## config.mk

```make
export PLATFORM = sky130hd
export DESIGN_NAME = sorted_trimmed_mean
export DESIGN_NICKNAME = d
export VERILOG_FILES = /design/src/hw/rtl/stm_pkg.sv /design/src/hw/rtl/stm_alu.sv /design/src/hw/rtl/stm_store.sv /design/src/hw/rtl/sorted_trimmed_mean.sv
export SDC_FILE = /design/constraint.sdc
export NUM_CORES = 1
export LEC_CHECK = 0
export BUFFER_PORTS_ARGS = -buffer_cell sky130_fd_sc_hd__buf_2
export CAP_MARGIN = 25
export CORE_MARGIN = 2
export CORE_UTILIZATION = 55
export DETAILED_ROUTE_END_ITERATION = 12
export PLACE_DENSITY_LB_ADDON = 0.08
export SLEW_MARGIN = 20
export SYNTH_ARGS = -nofsm -noshare
export SYNTH_HDL_FRONTEND = slang
export SYNTH_SLANG_ARGS = --single-unit
```

## constraint.sdc

```tcl
create_clock -name clk -period 18.05 [get_ports clk]
set_input_delay 3.61 -clock clk [delete_from_list [all_inputs] [get_ports clk]]
set_output_delay 3.61 -clock clk [all_outputs]
set_load 0.005 [all_outputs]
```

## src/hw/rtl/stm_pkg.sv

```systemverilog
package stm_pkg;

    localparam int SAMPLE_W = 16;

    typedef enum logic [2:0] {
        ST_IDLE,
        ST_CMP,
        ST_WRKEY,
        ST_SUM_RD,
        ST_SUM_ACC,
        ST_DIV,
        ST_OUT
    } state_t;

    typedef enum logic {
        ALU_ADD,
        ALU_SUB
    } alu_op_t;

endpackage

```

## src/hw/rtl/stm_alu.sv

```systemverilog
module stm_alu
    import stm_pkg::*;
#(
    parameter int UW = 17
) (
    input  alu_op_t       op,
    input  logic [UW-1:0] a,
    input  logic [UW-1:0] b,
    output logic [UW-1:0] res,
    output logic          borrow
);

    logic [UW:0] full;

    always_comb
    begin
        unique case (op)
            ALU_ADD: full = {1'b0, a} + {1'b0, b};
            ALU_SUB: full = {1'b0, a} - {1'b0, b};
            default: full = '0;
        endcase
        res    = full[UW-1:0];
        // msb of the subtract is the borrow (a < b)
        borrow = (op == ALU_SUB) ? full[UW] : 1'b0;
    end

endmodule

```

## src/hw/rtl/stm_store.sv

```systemverilog
module stm_store
    import stm_pkg::*;
#(
    parameter int DEPTH = 30,
    parameter int AW    = 5
) (
    input  logic                clk,
    input  logic                wr_en,
    input  logic [AW-1:0]       wr_addr,
    input  logic [SAMPLE_W-1:0] wr_data,
    input  logic                rd_en,
    input  logic [AW-1:0]       rd_addr,
    output logic [SAMPLE_W-1:0] rd_data
);

    logic [SAMPLE_W-1:0] mem [DEPTH];
    logic [SAMPLE_W-1:0] rd_data_reg;

    always_ff @(posedge clk)
    begin
        if (wr_en)
        begin
            mem[wr_addr] <= wr_data;
        end
    end

    always_ff @(posedge clk)
    begin
        if (rd_en)
        begin
            rd_data_reg <= mem[rd_addr];
        end
    end

    assign rd_data = rd_data_reg;

endmodule

```

## src/hw/rtl/sorted_trimmed_mean.sv

```systemverilog
// channel  direction  fields        handshake
// sample   in         sample[15:0]  sample_valid / sample_ready
// mean     out        mean[15:0]    mean_valid / mean_ready
//
// each request is inserted into a sorted store by one compare/shift per cycle;
// sample_ready stays low until the insertion loop is done with the sample
// the window-completing sample then adds the summing states, the divide by
// reciprocal multiply and the load of the mean register
// rst_n clears the sequencer, fill count and output valid; the store needs no clear
// a stalled mean only blocks the block when the next window's mean is ready
module sorted_trimmed_mean
    import stm_pkg::*;
#(
    parameter int WINDOW     = 30,
    parameter int TRIM_BELOW = 10,
    parameter int KEEP_COUNT = 10
) (
    input  logic                clk,
    input  logic                rst_n,
    input  logic [SAMPLE_W-1:0] sample,
    input  logic                sample_valid,
    output logic                sample_ready,
    output logic [SAMPLE_W-1:0] mean,
    output logic                mean_valid,
    input  logic                mean_ready
);

    localparam int AW      = $clog2(WINDOW);
    localparam int SUM_END = (TRIM_BELOW + KEEP_COUNT < WINDOW) ?
                             (TRIM_BELOW + KEEP_COUNT) : WINDOW;
    localparam int SUM_LEN = (SUM_END > TRIM_BELOW) ? (SUM_END - TRIM_BELOW) : 0;
    localparam int SUM_W   = $clog2(KEEP_COUNT * ((1 << SAMPLE_W) - 1) + 1);
    // exact quotient of any SUM_W-bit sum: ceil(2^(SUM_W+l)/K) with l = ceil(log2 K)
    localparam int     RECIP_SH = SUM_W + $clog2(KEEP_COUNT);
    localparam int     RECIP_W  = SUM_W + 1;
    localparam longint RECIP    = ((longint'(1) << RECIP_SH) + longint'(KEEP_COUNT) - 1)
                                  / longint'(KEEP_COUNT);
    localparam int     PW       = SUM_W + RECIP_W;

    state_t              state_reg, state_next;
    logic [AW-1:0]       fill_reg, fill_next;
    logic [AW-1:0]       pos_reg, pos_next;
    logic [SAMPLE_W-1:0] key_reg, key_next;
    logic [SUM_W-1:0]    sum_reg, sum_next;
    logic [SAMPLE_W-1:0] mean_reg, mean_next;
    logic                mean_valid_reg, mean_valid_next;

    logic                wr_en;
    logic [AW-1:0]       wr_addr;
    logic [SAMPLE_W-1:0] wr_data;
    logic                rd_en;
    logic [AW-1:0]       rd_addr;
    logic [SAMPLE_W-1:0] rd_data;

    alu_op_t             alu_op;
    logic [SUM_W-1:0]    alu_a, alu_b, alu_res;
    logic                alu_borrow;
    logic [RECIP_W-1:0]  recip;
    logic [PW-1:0]       prod;

    stm_store #(
        .DEPTH (WINDOW),
        .AW    (AW)
    ) u_store (
        .clk     (clk),
        .wr_en   (wr_en),
        .wr_addr (wr_addr),
        .wr_data (wr_data),
        .rd_en   (rd_en),
        .rd_addr (rd_addr),
        .rd_data (rd_data)
    );

    stm_alu #(
        .UW (SUM_W)
    ) u_alu (
        .op     (alu_op),
        .a      (alu_a),
        .b      (alu_b),
        .res    (alu_res),
        .borrow (alu_borrow)
    );

    assign recip        = RECIP_W'(RECIP);
    assign prod         = PW'(sum_reg) * PW'(recip);
    assign sample_ready = (state_reg == ST_IDLE);
    assign mean         = mean_reg;
    assign mean_valid   = mean_valid_reg;

    always_ff @(posedge clk or negedge rst_n)
    begin
        if (!rst_n)
        begin
            state_reg      <= ST_IDLE;
            fill_reg       <= '0;
            mean_valid_reg <= 1'b0;
        end
        else
        begin
            state_reg      <= state_next;
            fill_reg       <= fill_next;
            mean_valid_reg <= mean_valid_next;
        end
    end

    always_ff @(posedge clk)
    begin
        pos_reg  <= pos_next;
        key_reg  <= key_next;
        sum_reg  <= sum_next;
        mean_reg <= mean_next;
    end

    always_comb
    begin
        state_next      = state_reg;
        fill_next       = fill_reg;
        pos_next        = pos_reg;
        key_next        = key_reg;
        sum_next        = sum_reg;
        mean_next       = mean_reg;
        mean_valid_next = mean_valid_reg && !mean_ready;
        wr_en           = 1'b0;
        wr_addr         = pos_reg;
        wr_data         = key_reg;
        rd_en           = 1'b0;
        rd_addr         = pos_reg - AW'(1);
        alu_op          = ALU_ADD;
        alu_a           = '0;
        alu_b           = '0;

        unique case (state_reg)
            ST_IDLE:
            begin
                if (sample_valid)
                begin
                    key_next = sample;
                    pos_next = fill_reg;
                    if (fill_reg == '0)
                    begin
                        state_next = ST_WRKEY;
                    end
                    else
                    begin
                        rd_en      = 1'b1;
                        rd_addr    = fill_reg - AW'(1);
                        state_next = ST_CMP;
                    end
                end
            end

            ST_CMP:
            begin
                // rd_data holds the entry just below the hole at pos_reg
                alu_op = ALU_SUB;
                alu_a  = SUM_W'(key_reg);
                alu_b  = SUM_W'(rd_data);
                wr_en  = 1'b1;
                if (alu_borrow)
                begin
                    wr_data  = rd_data;
                    pos_next = pos_reg - AW'(1);
                    if (pos_reg == AW'(1))
                    begin
                        state_next = ST_WRKEY;
                    end
                    else
                    begin
                        rd_en   = 1'b1;
                        rd_addr = pos_reg - AW'(2);
                    end
                end
                else
                begin
                    if (fill_reg == AW'(WINDOW - 1))
                    begin
                        fill_next  = '0;
                        state_next = ST_SUM_RD;
                    end
                    else
                    begin
                        fill_next  = fill_reg + AW'(1);
                        state_next = ST_IDLE;
                    end
                end
            end

            ST_WRKEY:
            begin
                wr_en = 1'b1;
                if (fill_reg == AW'(WINDOW - 1))
                begin
                    fill_next  = '0;
                    state_next = ST_SUM_RD;
                end
                else
                begin
                    fill_next  = fill_reg + AW'(1);
                    state_next = ST_IDLE;
                end
            end

            ST_SUM_RD:
            begin
                sum_next = '0;
                if (SUM_LEN == 0)
                begin
                    state_next = ST_DIV;
                end
                else
                begin
                    rd_en      = 1'b1;
                    rd_addr    = AW'(TRIM_BELOW);
                    pos_next   = AW'(TRIM_BELOW);
                    state_next = ST_SUM_ACC;
                end
            end

            ST_SUM_ACC:
            begin
                alu_op   = ALU_ADD;
                alu_a    = sum_reg;
                alu_b    = SUM_W'(rd_data);
                sum_next = alu_res;
                if (pos_reg == AW'(SUM_END - 1))
                begin
                    state_next = ST_DIV;
                end
                else
                begin
                    rd_en    = 1'b1;
                    rd_addr  = pos_reg + AW'(1);
                    pos_next = pos_reg + AW'(1);
                end
            end

            ST_DIV:
            begin
                // divide by the keep count as multiply by its reciprocal, then shift
                sum_next   = SUM_W'(prod[RECIP_SH +: SAMPLE_W]);
                state_next = ST_OUT;
            end

            ST_OUT:
            begin
                if (!mean_valid_reg || mean_ready)
                begin
                    mean_next       = sum_reg[SAMPLE_W-1:0];
                    mean_valid_next = 1'b1;
                    state_next      = ST_IDLE;
                end
            end

            default:
            begin
                state_next = ST_IDLE;
            end
        endcase
    end

endmodule
```

; Word-level counts from Yosys, hierarchy flattened
; Memory sizes are Yosys's and may differ from the RTL's. A register that Yosys moved wholly into a read port is not among the register bits.
; Index checks and enable logic that the tools add are counted.
[word_totals]
reg_bits = 66
mem_bits_rw = 480
inputBits = 20
out_inout_bits = 18
word_cells = 89
memories = 1
[classes]
addsub = 7
n_mul = 1
n_eq_ne = 16
mux = 40
bitwise_logic = 1
n_reduce_logical = 16
[memory_table]
columns = memory, words, word_bits, rd, rd_clocked_by_memory_dff, write_ports, line
row1 = u_store.mem, 30, 16, 1, 1, 1, stm_store.sv:16  ; logic [SAMPLE_W-1:0] mem [DEPTH];
[op_table]
columns = cell, n
row1 = one-hot mux 20 bit (3 select lines), 1
row2 = two-way mux 5 bit, 10
row3 = two-way mux 16 bit, 3
row4 = one-hot mux 21 bit (2 select lines), 1
row5 = one-hot mux 20 bit (2 select lines), 1
row6 = one-hot mux 5 bit (4 select lines), 2
row7 = multiplier 20 x 20 -> 39 bit (second input constant), 1
row8 = adder 20 x 16 -> 21 bit, 1
row9 = one-hot mux 3 bit (7 select lines), 1
row10 = subtractor 20 x 16 -> 21 bit, 1
row11 = two-way mux 3 bit, 5
row12 = two-way mux 1 bit, 12
row13 = inequality test 2 bit (second input constant), 6
row14 = adder 5 x 1 -> 5 bit (second input constant), 2
row15 = equality test 5 bit (second input constant), 2
row16 = one-hot mux 5 bit (2 select lines), 1
row17 = subtractor 5 x 1 -> 5 bit (second input constant), 2
row18 = equality test 3 bit (second input constant), 3
row19 = AND reduction 4 bit, 2
row20 = equality test 3 x 2 -> 1 bit (second input constant), 2
row21 = AND reduction 2 bit, 3
row22 = equality test 5 x 1 -> 1 bit (second input constant), 1
row23 = zero test 5 bit, 1
row24 = subtractor 5 x 2 -> 5 bit (second input constant), 1
row25 = 13 further kinds, 16

; Longest topological paths before layout
; Gate-level depths: netlist of run 1.
[logic_depth]
word_depth = 8
depth_mapped = 26

; Hierarchy
; A second synthesis of run 1 with hierarchy kept.
[hier_totals]
hier_cells = 2216
hier_area_um2 = 31460.2
[modules_own_cells]
columns = mod, instances, cells_each, area_each_um2, seq_area_each_um2
row1 = stm_store, 1, 940, 19294.8, 14894.3
row2 = sorted_trimmed_mean, 1, 1072, 10745.3, 1936.9
row3 = stm_alu, 1, 204, 1420.1, 0.0

; Least setup slack after synthesis of run 1
; OpenSTA, ideal clock, no wires.
[synth_path]
kind = flip-flop to flip-flop
startpoint = register sum_reg[2]
endpoint = register sum_reg[15] (data pin)
arrival_ns = 6.037
t_required_ns = 17.779
path_slack_ns = 11.741
stages_incl_launch_ff = 22
path_buffers = 0
synth_period_minus_slack_ns = 6.309
cell_sequence = edfxtp_1 ha_1 xor2_1 ha_1 or2_2 fa_1 fa_1 fa_1 fa_1 ha_1 ha_1 a211oi_1 o211ai_1 a211oi_1 o21ai_0 o311ai_0 a21oi_1 o211ai_1 nand3_1 a41oi_1 xnor2_1 o22ai_1
[synth_via]
elab_chain_cells = 4
word_cells_on_any_way = 6
[synth_lines]
columns = element, line
row1 = "start, declared", sorted_trimmed_mean.sv:44  ; logic [SUM_W-1:0] sum_reg, sum_next;
row2 = "start signal, assigned", sorted_trimmed_mean.sv:110  ; sum_reg <= sum_next;
row3 = "parallel branches: the longest is 3 deep, another holds multiplier 20 x 20 -> 39 bit", n/a
row4 = one-hot mux 20 bit (3 select lines) *, sorted_trimmed_mean.sv:132  ; unique case (state_reg)
row5 = named net sum_next[15], sorted_trimmed_mean.sv:44
; Mark *: on every way through the listed nets, which the timed path passes.
; A chain may end at the register's enable or synchronous reset.

; Worst setup path after layout of run 1
[layout_path]
startpoint = register state_reg[0]
endpoint = register u_store.rd_data_reg[15] (netlist: u_store.rd_data[15]), read port of u_store.mem (data pin)
[layout_via]
elab_chain_cells = 8
word_cells_on_any_way = 17
[layout_lines]
columns = element, line
row1 = "start, declared", sorted_trimmed_mean.sv:40  ; state_t state_reg, state_next;
row2 = "start signal, assigned", sorted_trimmed_mean.sv:100  ; state_reg <= state_next;
row3 = equality test 3 bit / equality test 3 x 1 -> 1 bit (equally long branches), sorted_trimmed_mean.sv:132
row4 = OR reduction 2 bit (no line), n/a
row5 = two-way mux 16 bit, sorted_trimmed_mean.sv:132
row6 = subtractor 20 x 16 -> 21 bit / adder 20 x 16 -> 21 bit (equally long branches), "stm_alu.sv:19, stm_alu.sv:18"
row7 = one-hot mux 21 bit (2 select lines), stm_alu.sv:17  ; unique case (op)
row8 = two-way mux 1 bit, stm_alu.sv:24  ; borrow = (op == ALU_SUB) ? full[UW] : 1'b0;
row9 = two-way mux 5 bit / two-way mux 1 bit (equally long branches), sorted_trimmed_mean.sv:159  ; if (alu_borrow)
row10 = one-hot mux 5 bit (4 select lines) / one-hot mux 1 bit (4 select lines) (equally long branches), sorted_trimmed_mean.sv:132
row11 = "end, declared", stm_store.sv:17  ; logic [SAMPLE_W-1:0] rd_data_reg;
; Several ways; a longest one is shown, not always the timed one.

==> results of run 1 <==
cells by family (layout without fill, tap and decap cells):
kind of cell               count (synthesis)  after routing
DFF                                      562            562
and+or+nand+nor                          495            495
adders and majority gates                359            359
AOI/OAI and AO/OA                        352            352
buffers and inverters                    288            378
muxes                                    254            254
xor gates and xnor gates                  64             64
critical path, delay by kind of cell (launching register included):
family	cells	cell delay, ns
AO/OA/AOI/OAI	10	3.10
AND/OR/NAND/NOR	6	1.22
buffers and inverters	2	0.87
flip-flops	1	0.85
adder cells (fa/ha/maj)	2	0.70
multiplexers	2	0.45
cell usage in the layout (no fill, tap or decap), drive strengths merged, types with 13 or more instances in the layout:
| master | netlist | routed |
|---|---|---|
| nor3 | 30 | 30 |
| a22oi | 33 | 33 |
| ha | 229 | 229 |
| fa | 130 | 130 |
| nand2 | 198 | 198 |
| a22o | 13 | 13 |
| a31oi | 25 | 25 |
| o32ai | 19 | 19 |
| nor2 | 94 | 94 |
| edfxtp | 553 | 553 |
| a21oi | 66 | 66 |
| nor4 | 13 | 13 |
| mux2i | 238 | 238 |
| clkinv | 0 | 28 |
| xnor2 | 28 | 28 |
| clkbuf | 41 | 70 |
| o22ai | 27 | 27 |
| buf | 53 | 78 |
| and2 | 21 | 21 |
| inv | 194 | 196 |
| nand4 | 14 | 14 |
| mux2 | 16 | 16 |
| a21o | 30 | 30 |
| o21ai | 66 | 66 |
| nand3 | 69 | 69 |
| xor2 | 36 | 36 |
cells in the mapped netlist, types with 31 or more instances:
library cell | instances | share of area, %
nand2_1 | 195 | 2.3
a21oi_1 | 65 | 1.0
nor2_1 | 94 | 1.1
buf_2 | 31 | 0.49
inv_1 | 194 | 2.3
mux2i_1 | 238 | 7.6
ha_1 | 229 | 9.1
a22oi_1 | 33 | 0.79
nand3_1 | 69 | 1.1
clkbuf_1 | 40 | 0.48
fa_1 | 130 | 8.3
xor2_1 | 36 | 1.0
edfxtp_1 | 553 | 53
o21ai_0 | 65 | 1.0
area by class of cell:
class,instances,area [um2]
Sequential cell,562,16830
Multi-Input combinational cell,1524,13440
Clock inverter,36,347.8
Timing Repair Buffer,78,518.0
Fill cell,4421,22170
Tap cell,756,945.9
Clock buffer,70,1518
Inverter,194,728.2
metal layers:
layer	track usage [%]	up-vias
li1	-	8838
met1	39.08	9855
met2	45.29	711
met3	3.638	128
met4	7.326	0
met5	0	-
through the flow:
step | hold WS (ns) | std cells | util (%)
after floorplan | 0.5159 | 2374 | -
after global routing | 0.6063 | 3220 | 60.76
after global placement | 0.5337 | 3114 | 57.44
after detailed placement | 0.5425 | 3114 | 57.46
final | 0.5589 | 3220 | 60.76
after CTS | 0.5614 | 3220 | 60.76
path summary, 6_finish.rpt:
check	startpoint	to	slack (ns)	cells after the start
hold / removal	mean_valid	mean_valid	0.56	2
min in group asynchronous	rst_n	fill_reg[4]	2.81	1
hold reg to reg	mean_valid	mean_valid	0.56	2
setup reg to reg	state_reg[0]	u_store.rd_data[15]	10.33	22
setup / recovery	state_reg[0]	u_store.rd_data[15]	10.33	22
max in group asynchronous	rst_n	fill_reg[1]	15.07	1
==> impl_metrics.tcl, run 1 <==
set metrics [dict create \
    syn_nets 2753 \
    required_ns 18.36 \
    drive_above_1_share_pct 8.726 \
    clock.fmax_mhz 129.5 \
    post_cts_buffers 0 \
    crit_path_max_incr_delay_ns 0.85 \
    dieArea_um2 59090 \
    path_cells "nand2b_1 -> a21oi_1 -> buf_4 -> nand2_1 -> ha_1 -> nor2_1 -> nor2_1 -> a31oi_1 -> o21ai_0 -> ha_1 -> o211ai_1 -> o21ai_1 -> o311ai_1 -> o211ai_1 -> nand4_2 -> a21oi_2 -> o211a_4 -> buf_12 -> mux2i_1 -> mux2i_1 -> a22oi_1 -> nand4_1" \
    cts_resized 0 \
    core_area_um2 56500 \
    postRouteAntennaNets 0 \
    via_count 19530 \
    drc 0 \
    wl_met1_um 35670 \
    placed_area_um2 32460 \
    timing.final.ws_setup_ns 10.33 \
    dr_wl_met2_um 38890 \
    clk_latency_ns 0.65 \
    grt_max_degree 169 \
    ys_seq_elements 562 \
    largest_register_ffs 480 \
    dr.pass1.iters 5 \
    hold_viol 0 \
    slew_headroom_pct 18.92 \
    synthAdderAreaFrac_pct 17.39 \
    finalSetupViolCount 0 \
    grt_pass1_wl_um 122700 \
    cp-end-kind "flip-flop" \
    cts_root_buf "clkbuf_16" \
    start_util_pct 55.65 \
    die_w_um 243.1 \
    status "finished, final reports clean" \
    vias_per_cell 6.066 \
    synth.mux.area_fraction_pct 8.151 \
    wl_per_cell_um 25.33 \
    clockBufferDepth 3 \
    synth_edf_count 553 \
    syn_inst 2374 \
    finalWirelength_um 81550 \
    dp_hpwl_um 55980 \
    yosysSeqAreaShare_pct 53.54 \
    synthArstFlopShare_pct 1.601 \
    portBuffers 37 \
    clk_pin_slew_worst_paths_ns 0.06 \
    grt_setup_unrepaired "no" \
    htreeDepth 2 \
    critical_path_peak_fanout 116 \
    worst_slew_pin_slew_ns 1.216 \
    die_y_um 243.1 \
    grt-ovfl-total 0 \
    fin_nets 2798 \
    fin_skew_ns 0.05624 \
    drt_iter0_markers 1960 \
    fin_area_um2 34330 \
    rows 87 \
    fin_crit_sh_pct 42.79 \
    antenna_found_initial 0 \
    synth_area_um2 31440 \
    cts.sinks 562 \
    synth_xor_area_share_pct 1.783 \
    synth-compound-area-share_pct 7.729 \
    synth_top_family_by_area "adder cells" \
    antennaDiodeCount 0 \
    fin_tns_setup_ns 0 \
    finalMaxSlewViolations 0 \
    ios 38 \
    synth.distinct_cells 79 \
    grt_usage_pct 27.62 \
    place_ws_ns 10.57 \
    crit_path_top_delay_cell "dfrtp_1" \
    syn_avg_cell_area_um2 13.24 \
    yosys.area_share.simple_pct 7.554 \
    routed.top_layer "met4" \
    hold_buffers 0 \
    cts_tree "built" \
    critPathArrivalTime_ns 8.03 \
    maxCapViolCount 0 \
    min_period_ns 7.723 \
    synth_flop_cell "edfxtp_1" \
    yosys_warnings 0 \
    area_growth_pct 9.190 \
    route.met3.wl_um 4871 \
    gp_congestion 0.9383 \
    cts_made_buffers 59 \
    critPathKind "flip-flop to flip-flop" \
    hp-class "flip-flop to flip-flop" \
    cp-start-kind "flip-flop" \
    first_global_vias 19340 \
]
Power of run 1 is left out: the tool's default activity adds up to more than one toggle a clock period on the data nets, which glitch-free logic cannot reach.
==> inputs of run 2 (changes only) <==
ABC_AREA = 1   (was unset)
clock period = 6.26 ns   (was 18.05 ns; I/O delays follow)
==> run 2 against run 1 <==
Effect of this change: count of clock-buffer cells in the layout grew 2; clock skew increased by 0.0083 ns; non-clock buffer count grew 91; critical path depth is 2 lower; area after synthesis rose by 7.5%; wire length is 25% higher; sequential cell count stayed put; register-to-register slack lost 10 ns; design area increased by 9.1%; hold slack got worse by 0.12 ns; utilization up 1.1 points; sequential share of layout area shrank 4.1 points; largest cell class unchanged.
==> impl_metrics.tcl, run 2 <==
set metrics [dict create \
    syn_nets 3800 \
    rows 90 \
    fin_crit_sh_pct 95.96 \
    drt_iter0_markers 2798 \
    critical-path-top-delay-family "adder cells" \
    timing.rr.end "sum_reg[7]" \
    antenna_found_initial 1 \
    multi_input_area_um2 14260 \
    hold_buffers 0 \
    clock.fmax_mhz 166.5 \
    status "finished, final reports clean" \
    slew_headroom_pct 29.96 \
    critPathKind "flip-flop to flip-flop" \
    clk_pin_slew_worst_paths_ns 0.06 \
    critical_path_peak_fanout 6 \
    syn_inst 3421 \
    drc 0 \
    hold_viol 0 \
    yosys.area.top_type_share_pct 49.13 \
    finalWirelength_um 101800 \
    ys_seq_elements 562 \
    vias_per_cell 5.913 \
    synth_largest_area_cell "edfxtp_1" \
    yosys_warnings 0 \
    synth_edf_count 553 \
    via_count 25530 \
    crit_buf_inv 3 \
    cts_tree "built" \
    htreeDepth 2 \
    cts.sinks 562 \
    ios 38 \
    synthTopCellsByArea "edfxtp_1 (49%), ha_1 (8.5%), fa_1 (7.7%)" \
    yosysSeqAreaShare_pct 49.80 \
    largest_register_ffs 480 \
    antennaDiodeCount 0 \
    hp-class "primary input to async pin" \
    area_growth_pct 10.85 \
    grt_max_degree 145 \
    crit_path_max_incr_delay_ns 0.53 \
    start_util_pct 55.79 \
    fin_skew_ns 0.06454 \
    crit_top_cell "fa_1" \
    rrSetupSlack_ns 0.25 \
    cts_root_buf "clkbuf_16" \
    fin_hold_ws_ns 0.4405 \
    cp-end-kind "flip-flop" \
    finish.utilization_pct 61.84 \
    cts_made_buffers 59 \
    clockBufferDepth 3 \
    place_ws_ns -0.04526 \
    core_area_um2 60580 \
    final_cell_mix "nand2_1 (667), inv_1 (561), edfxtp_1 (553), nand3_1 (331), ha_1 (218)" \
    synth.distinct_cells 49 \
    finalSetupViolCount 0 \
    syn_avg_cell_area_um2 9.879 \
    synth_flop_cell "edfxtp_1" \
    drive_above_1_share_pct 9.307 \
    die_y_um 251.9 \
    grt_usage_pct 32.41 \
    synth.most_common_cell "nand2_1" \
    worst_slew_pin_slew_ns 1.051 \
    regArea_um2 16830 \
    critPathArrivalTime_ns 6.38 \
    r2r_cells 20 \
    dp_hpwl_um 70600 \
    postRouteAntennaNets 0 \
    fin_nets 3872 \
    first_global_vias 24450 \
    cp-start-kind "flip-flop" \
    path_cells "ha_1 -> fa_1 -> ha_1 -> fa_1 -> fa_1 -> fa_1 -> inv_1 -> fa_1 -> inv_1 -> ha_1 -> a21oi_1 -> buf_4 -> o21a_1 -> o21ai_0 -> a21oi_1 -> o21ai_2 -> a21o_1 -> or2_2 -> nand3_1 -> nand2_1" \
    fillers 5095 \
    timing.final.ws_setup_ns 0.2528 \
    die_w_um 251.9 \
    finalMaxSlewViolations 0 \
    clk_latency_ns 0.68 \
    final_common_cell "nand2_1" \
    grt_pass1_wl_um 154100 \
    worstReg2RegStart "sum_reg[14]" \
    maxCapViolCount 0 \
    gp_congestion 0.9852 \
    min_period_ns 6.007 \
    crit_path_top_delay_cell "edfxtp_1" \
    wl_per_cell_um 23.59 \
    dieArea_um2 63450 \
    synthArstFlopShare_pct 1.601 \
    grt-ovfl-total 0 \
    dr.pass1.iters 9 \
    required_ns 6.63 \
    fin_area_um2 37460 \
    portBuffers 37 \
    yosys-top-cells-count "nand2_1 (669), inv_1 (561), edfxtp_1 (553)" \
    synth_area_um2 33800 \
    grt_setup_unrepaired "yes" \
    placed_area_um2 35330 \
]
## run 2: kinds of logic after synthesis
kind of cell	share of synthesized area [%]
compound gates	5.931
simple gates	18.11
flops	49.80
xor+xnor	1.322
buf+inv	8.663
fa+ha+maj	16.18
## run 2: how the worst max path moves through the flow
stage / slack, ns / startpoint / to / cells after the start
floorplan: 0.65 / sum_reg[8] / sum_reg[15] / 27
global placement: -0.11 / sum_reg[18] / sum_reg[3] / 24
detailed placement: -0.05 / sum_reg[3] / sum_reg[3] / 20
CTS: 0.03 / sum_reg[10] / sum_reg[0] / 23
global route: -0.06 / state_reg[1] / u_store.rd_data[3] / 35
finish: 0.25 / sum_reg[14] / sum_reg[7] / 20
## run 2: worst register-to-register path, cell delays in order, from the launching register on
cell      delay [ns]
edfxtp_1        0.53
ha_1            0.46
fa_1            0.49
ha_1            0.33
fa_1            0.50
fa_1            0.51
fa_1            0.50
inv_1           0.05
fa_1            0.48
inv_1           0.05
ha_1            0.29
a21oi_1         0.21
buf_4           0.16
o21a_1          0.10
o21ai_0         0.07
a21oi_1         0.17
o21ai_2         0.12
a21o_1          0.19
or2_2           0.27
nand3_1         0.20
nand2_1         0.08
## run 2: repair_timing
item                                    4_1_cts  5_1_grt
buffers inserted                              0       14
pin swaps                                     0        1
endpoints found under the setup margin        3      112
cloned                                        0        1
gates resized for setup                       1       29
## run 2: area by class of cell
cell class / instances / share of cell area, %
Sequential cell: 562 / 44.93
Multi-Input combinational cell: 2133 / 38.05
Inverter: 568 / 5.691
Clock buffer: 72 / 4.071
Timing Repair Buffer: 169 / 3.754
Tap cell: 782 / 2.612
Clock inverter: 31 / 0.8884
## run 2: stage by stage
step                      cells   TNS, ns
after floorplan            3421         0
after global placement     4197   -0.2653
after detailed placement   4197   -0.1008
after CTS                  4300         0
after global routing       4317  -0.07322
final                      4317         0
## run 2: layer usage
layer  share of wire [%]  wire (um)  track usage, %
met4                 3.0       3048           9.366
met2                  46      46570           51.15
met3                 8.4       8586           4.766
met5                   0          0               0
met1                  43      43630           46.94
Power of run 2 is left out for the same reason.
